--- config.mk ---
export PLATFORM = sky130hd
export DESIGN_NAME = fqm_cell
export DESIGN_NICKNAME = d
export VERILOG_FILES = /design/src/rtl/frequency_table_mode_finder_defines.svh /design/src/rtl/fqm_pkg.sv /design/src/rtl/fqm_cell.sv
export SDC_FILE = /design/constraint.sdc
export NUM_CORES = 1
export LEC_CHECK = 0
export BUFFER_PORTS_ARGS = -buffer_cell sky130_fd_sc_hd__buf_2
export CORE_MARGIN = 2
export CORE_UTILIZATION = 47
export DETAILED_ROUTE_END_ITERATION = 6
export GPL_TIMING_DRIVEN = 0
export PLACE_DENSITY = 0.74
export SETUP_SLACK_MARGIN = 0.3
export SLEW_MARGIN = 20
export SYNTH_ARGS = -nofsm -noshare
export SYNTH_HDL_FRONTEND = slang
export SYNTH_SLANG_ARGS = --single-unit
--- constraint.sdc ---
create_clock -name i_clk -period 3.7 [get_ports i_clk]
set_clock_uncertainty 0.1 [all_clocks]
set_input_delay 0.74 -clock i_clk [delete_from_list [all_inputs] [get_ports i_clk]]
set_output_delay 0.74 -clock i_clk [all_outputs]
set_load 0.01 [all_outputs]
--- src/rtl/frequency_table_mode_finder_defines.svh ---
// Assertion macros used by the frequency table mode finder RTL.
`ifndef FREQUENCY_TABLE_MODE_FINDER_DEFINES_SVH
`define FREQUENCY_TABLE_MODE_FINDER_DEFINES_SVH

`ifndef SYNTH
// Condition implies a consequence in the same cycle.
`define FQM_ASSERT_IMPL(lbl, ante, cons) \
    lbl: assert property (@(posedge i_clk) disable iff (!i_rst_n) (ante) |-> (cons)) \
        else $error("assertion failed");
// Condition implies a consequence in the next cycle.
`define FQM_ASSERT_NEXT(lbl, ante, cons) \
    lbl: assert property (@(posedge i_clk) disable iff (!i_rst_n) (ante) |=> (cons)) \
        else $error("assertion failed");
`else
`define FQM_ASSERT_IMPL(lbl, ante, cons)
`define FQM_ASSERT_NEXT(lbl, ante, cons)
`endif

`endif

--- src/rtl/fqm_pkg.sv ---
// Package: sizes and shared types of the frequency table mode finder.
`default_nettype none

package fqm_pkg;

    localparam int TABLE_ENTRIES = 64;
    localparam int ID_BITS       = 16;
    localparam int COUNT_BITS    = 32;
    localparam int USED_BITS     = $clog2(TABLE_ENTRIES + 1);

    // Field widths of the stream payloads
    localparam int IN_TDATA_BITS  = ((ID_BITS + 7) / 8) * 8;
    localparam int OUT_RAW_BITS   = ID_BITS + COUNT_BITS + USED_BITS + 1;
    localparam int OUT_TDATA_BITS = ((OUT_RAW_BITS + 7) / 8) * 8;

    localparam logic [COUNT_BITS-1:0] COUNT_MAX = {COUNT_BITS{1'b1}};

    // Running best entry handed along the chain during the result sweep
    typedef struct packed {
        logic [ID_BITS-1:0]    id;
        logic [COUNT_BITS-1:0] count;
    } t_best;

    // Controls broadcast from the top level to every cell
    typedef struct packed {
        logic               item;    // an item beat is accepted this cycle
        logic [ID_BITS-1:0] id;      // identifier of that beat
        logic               new_id;  // no cell holds the identifier
        logic               adv;     // sweep token and best values may move
    } t_cell_ctl;

endpackage

`default_nettype wire

--- src/rtl/fqm_cell.sv ---
// One table cell: holds an identifier and its count, joins the result sweep.
`default_nettype none

module fqm_cell (
    input  wire                 i_clk,
    input  wire                 i_rst_n,
    input  wire fqm_pkg::t_cell_ctl i_ctl,
    input  wire                 i_prev_valid,
    input  wire                 i_token,
    input  wire fqm_pkg::t_best i_best,
    output logic                o_valid,
    output logic                o_match,
    output logic                o_token,
    output fqm_pkg::t_best      o_best
);
    import fqm_pkg::*;

    logic                  r_valid;
    logic                  r_token;
    logic [ID_BITS-1:0]    r_id;
    logic [COUNT_BITS-1:0] r_count;
    t_best                 r_best;
    t_best                 n_best;
    logic                  w_insert;

    assign o_match  = r_valid && (r_id == i_ctl.id);
    // first free cell: left neighbor in use, this one not
    assign w_insert = i_ctl.item && i_ctl.new_id && !r_valid && i_prev_valid;

    // own entry wins only on a strictly higher count, so earlier cells keep ties
    always_comb begin
        if (r_valid && (r_count > i_best.count)) begin
            n_best.id    = r_id;
            n_best.count = r_count;
        end else begin
            n_best = i_best;
        end
    end

    // control state
    always_ff @(posedge i_clk) begin
        if (!i_rst_n) begin
            r_valid <= 1'b0;
            r_token <= 1'b0;
        end else begin
            if (i_ctl.adv) begin
                r_token <= i_token;
            end
            if (i_ctl.adv && i_token) begin
                r_valid <= 1'b0;
            end else if (w_insert) begin
                r_valid <= 1'b1;
            end
        end
    end

    // entry payload and sweep value
    always_ff @(posedge i_clk) begin
        if (w_insert) begin
            r_id    <= i_ctl.id;
            r_count <= {{(COUNT_BITS-1){1'b0}}, 1'b1};
        end else if (i_ctl.item && o_match && (r_count != COUNT_MAX)) begin
            r_count <= r_count + {{(COUNT_BITS-1){1'b0}}, 1'b1};
        end
        if (i_ctl.adv && i_token) begin
            r_best <= n_best;
        end
    end

    assign o_valid = r_valid;
    assign o_token = r_token;
    assign o_best  = r_best;

endmodule

`default_nettype wire

# [After elaboration in Yosys (flattened, before gate mapping)]
# Index checks and enable logic that the tools add are counted.
# W data, S select, Z words.
[classes] addsub=1 magnitude_cmp=1 n_eq_ne=2 reduce_logical=10 bitwise=1 n_mux=1
[op_table] op="$mux W48" count=1
[op_table] op="$add A32 B1 Y32 const B" count=1
[op_table] op="$gt A32 B32 Y1" count=1
[op_table] op="$ne A32 B32 Y1 const B" count=1
[op_table] op="$eq A16 B16 Y1" count=1
[op_table] op="$logic_and A1 B1 Y1" count=8
[op_table] op="$reduce_or A2 Y1" count=1
[op_table] op="$logic_not A1 Y1" count=1
[op_table] op="$not A1 Y1" count=1
[totals] word_cells=22 register_bits=98 output_inout_bits=51 input_bits=71

# [Longest topological paths before layout]
[depth] depth_word=4 ltp_mapped=10

# [Worst setup path before layout]
# Ideal clock, no wire load.
[synth_timing] kind="input to register" start="input port i_best[30] (netlist name)" end="register r_best, in the netlist o_best[27] (data pin)" n_path_buf=2 arrival_time_ns=2.970 path_stages=10 slack_ns=0.370 setup_ns=0.260 path_cell_list="inv_1 ha_1 nand4_1 or4_1 o21ai_0 a21o_1 o31a_1 buf_2 buf_2 mux2_2"
[synth_rtl] element="from (decl)" line_no="fqm_cell.sv:10" text="input wire fqm_pkg::t_best i_best,"
[synth_rtl] element="to (signal assigned)" line_no="fqm_cell.sv:66" text="r_best <= n_best;"
[synth_rtl] element="to (decl)" line_no="fqm_cell.sv:22" text="t_best r_best;"

==> impl_metrics.csv <==
group,metric,value,unit
logic_synthesis,yosys_warnings,0,
worst_hold_path,hp-start,"o_token",
setup_path,end_kind,"flip-flop",
finish,drive_gt1_frac,0.3322,
die,die_x,108.8,µm
logic_synthesis,synth_flop_cell,"edfxtp_1",
grt,grt_pass1_wl,18.80,mm
logic_synthesis,async_flop_share,0,
sta,slew_violations,0,
clock_network,cts_sinks,98,
setup_path,cp_slowest_cell,"or4_1",
die,io_pins,122,
logic_synthesis,yosysSeqAreaShare,0.5045,
sta,finalSetupViolCount,0,
clock_network,cts_made_buffers,9,
clock_network,cts_root_buffer,"clkbuf_8",
setup_path,cpMostUsedCell,"buf_4",
logic_synthesis,netlist_area,5159,µm²
clock_network,post_cts_buffers,0,
setup_path,required,3.72,ns
logic_synthesis,syn_nets,568,
logic_synthesis,ys_ff_latch,98,
power,p_per_area,346.4,nW/µm²
finish,fin_nets,701,
finish,layout_common_cells,"buf_2 (126), edfxtp_1 (64), mux2_2 (48)",
logic_synthesis,synth_cells,464,
sta,period_needed,3.233,ns
grt,grt_max_degree,36,
finish,fillerInstances,921,
placement,portBuffers,121,
grt,grt_util_all_layers,0.2046,
setup_path,worstPathArrival,3.26,ns
routing,drt_pass1_iterations,4,
placement,dp_cells,726,
setup_path,reg2regPathDepth,9,
power,power,2.138,mW
sta,fin_tns_setup,0,ns
finish,stdcell_count,742,
finish,antenna_cells,0,
die,die_h,108.8,µm
grt,grt_overflow,0,
clock_network,cts_buffer_depth,2,
grt,antenna_found_initial,0,
worst_hold_path,hold_class,"flip-flop to flip-flop",
sta,period_share,0.8738,
setup_path,r2r_start,"r_count[14]",
finish,final_common_cell,"buf_2",
power,vdd_ir_drop_max,189.7,µV
routing,wire_per_inst,16.20,µm
sta,fmax,0.3093,GHz
routing,drt_iter0_drc,271,
die,dieArea,11830,µm²
setup_path,worstPathCellList,"buf_2 > inv_1 > ha_1 > nand4_1 > or4_1 > o21ai_1 > a21o_1 > o31a_1 > buf_4 > buf_4 > mux2_2",
logic_synthesis,synth_cell_types,42,
finish,area_growth,19.67,%
run,cap_viol_max_count,0,
finish,finalCoreUtilization,0.5720,
setup_path,critical_path_class,"input port to flip-flop",
sta,hold_viol_final,0,
sta,worstMarginPinSlew,0.6630,ns
die,initial_core_util,0.4780,
clock_network,h-tree-depth,3,
placement,place.gp.congestion,0.8324,
die,coreArea,10790,µm²
finish,final_area,6173,µm²
grt,grt_pass1_vias,4049,
clock_network,cts_tree,"built",
finish,multi_input_area,2325,µm²
setup_path,max_stage_delay,0.61,ns
worst_hold_path,hold_depth,2,
placement,hpwl,9.010,mm
placement,dpl_cell_area,5961,µm²
sta,slew_headroom,0.5580,
logic_synthesis,syn_area_per_cell,11.12,µm²
finish,seq_area,2603,µm²
routing,antenna_left,0,
run_status,status,"complete, no violations",
setup_path,startpoint,"i_best[30]",
power,power_leakage,2.558,nW
routing,vias_per_cell,5.559,
clock_network,clock_latency,0.37,ns
routing,drc,0,
clock_network,path_clk_slew,0.09,ns
routing,wl,12.02,mm
setup_path,cp_max_fo,10,
routing,vias,4125,
die,row_count,38,
logic_synthesis,synth-edff-count,64,
sta,grt_setup_unrepaired,"no",
setup_path,start_kind,"input port",
-- path summary, 6_finish.rpt --
kind,end,slack (ns)
worst max-delay path,o_best[45],0.47
worst min-delay path,o_token,0.38
worst max register to register,o_best[45],0.55
worst min register to register,o_token,0.38
-- area by class of cell --
type	instances	area share
timing repair buffer	122	0.1013
clock buffer	9	0.02006
buffer	19	0.01581
tap	140	0.02837
sequential	98	0.4216
inverter	38	0.02311
multi-input combinational	309	0.3766
clock inverter	7	0.01317
-- state kept, by name (all words and copies together), names as in the netlist --
signal / flops
r_id: 16
o_valid: 1
o_token: 1
r_count: 32
o_best: 48
-- logic make-up after synthesis --
group	count (synthesis)	share of synthesized area
simple gates	125	0.1383
compound gates	85	0.09678
mux	49	0.1067
xor+xnor	17	0.02886
buf+inv	57	0.04487
flops	98	0.5045
fa+ha+maj	33	0.08004
-- synth_stat cells (all sizes together), types with 2 or more instances --
cell / n / area, µm²
xnor2: 2 / 17.52
mux2: 48 / 540.5
a21oi: 38 / 190.2
or4: 19 / 142.6
nand2: 30 / 112.6
o31ai: 12 / 90.09
and3: 5 / 31.28
and2: 3 / 21.27
nand3: 15 / 75.07
nor3: 3 / 15.01
dfxtp: 34 / 680.7
nor4: 3 / 18.77
and4: 8 / 72.57
o21ai: 23 / 115.1
buf: 9 / 51.30
nor2: 9 / 33.78
edfxtp: 64 / 1922
xor2: 15 / 131.4
inv: 38 / 142.6
or3: 13 / 81.33
ha: 33 / 412.9
nand4: 14 / 87.58
clkbuf: 10 / 37.54
-- power breakdown --
group	internal, mW	switching [mW]
clock network	0.324	0.402
registers	1.21	0.0119
logic	0.0899	0.101
-- worst max-delay path: cells and delay by family --
| family | cells | cell delay (ns) |
|---|---|---|
| and+or+nand+nor | 2 | 0.78 |
| buffers and inverters | 4 | 0.58 |
| AOI/OAI and AO/OA | 3 | 0.49 |
| muxes | 1 | 0.35 |
| adders and majority gates | 1 | 0.31 |
-- repair_timing --
item,CTS,global route
pin swaps,0,0
hold buffers,0,0
setup endpoints to repair,20,20
gates resized for setup,2,3
-- through the flow --
stage,setup WS [ns],hold WS (ns)
2_1_floorplan,0.3703,0.3689
6_report,0.4670,0.3837
3_5_place_dp,-0.1710,0.3727
4_1_cts,0.3064,0.3881
5_1_grt,0.3162,0.4243
3_3_place_gp,-0.1487,0.3656
-- routing by layer --
metal  GRT usage  routed length (µm)  vias to the layer above  part of all wire
met5           0                   0                        -                 0
met4     0.08608                 176                        0             0.015
met3     0.02212                 627                       12             0.052
met2      0.3629                6052                      145              0.50
met1      0.2528                5163                     1958              0.43
li1            -                   -                     2010                 -
(Power assumes the default switching activity.)
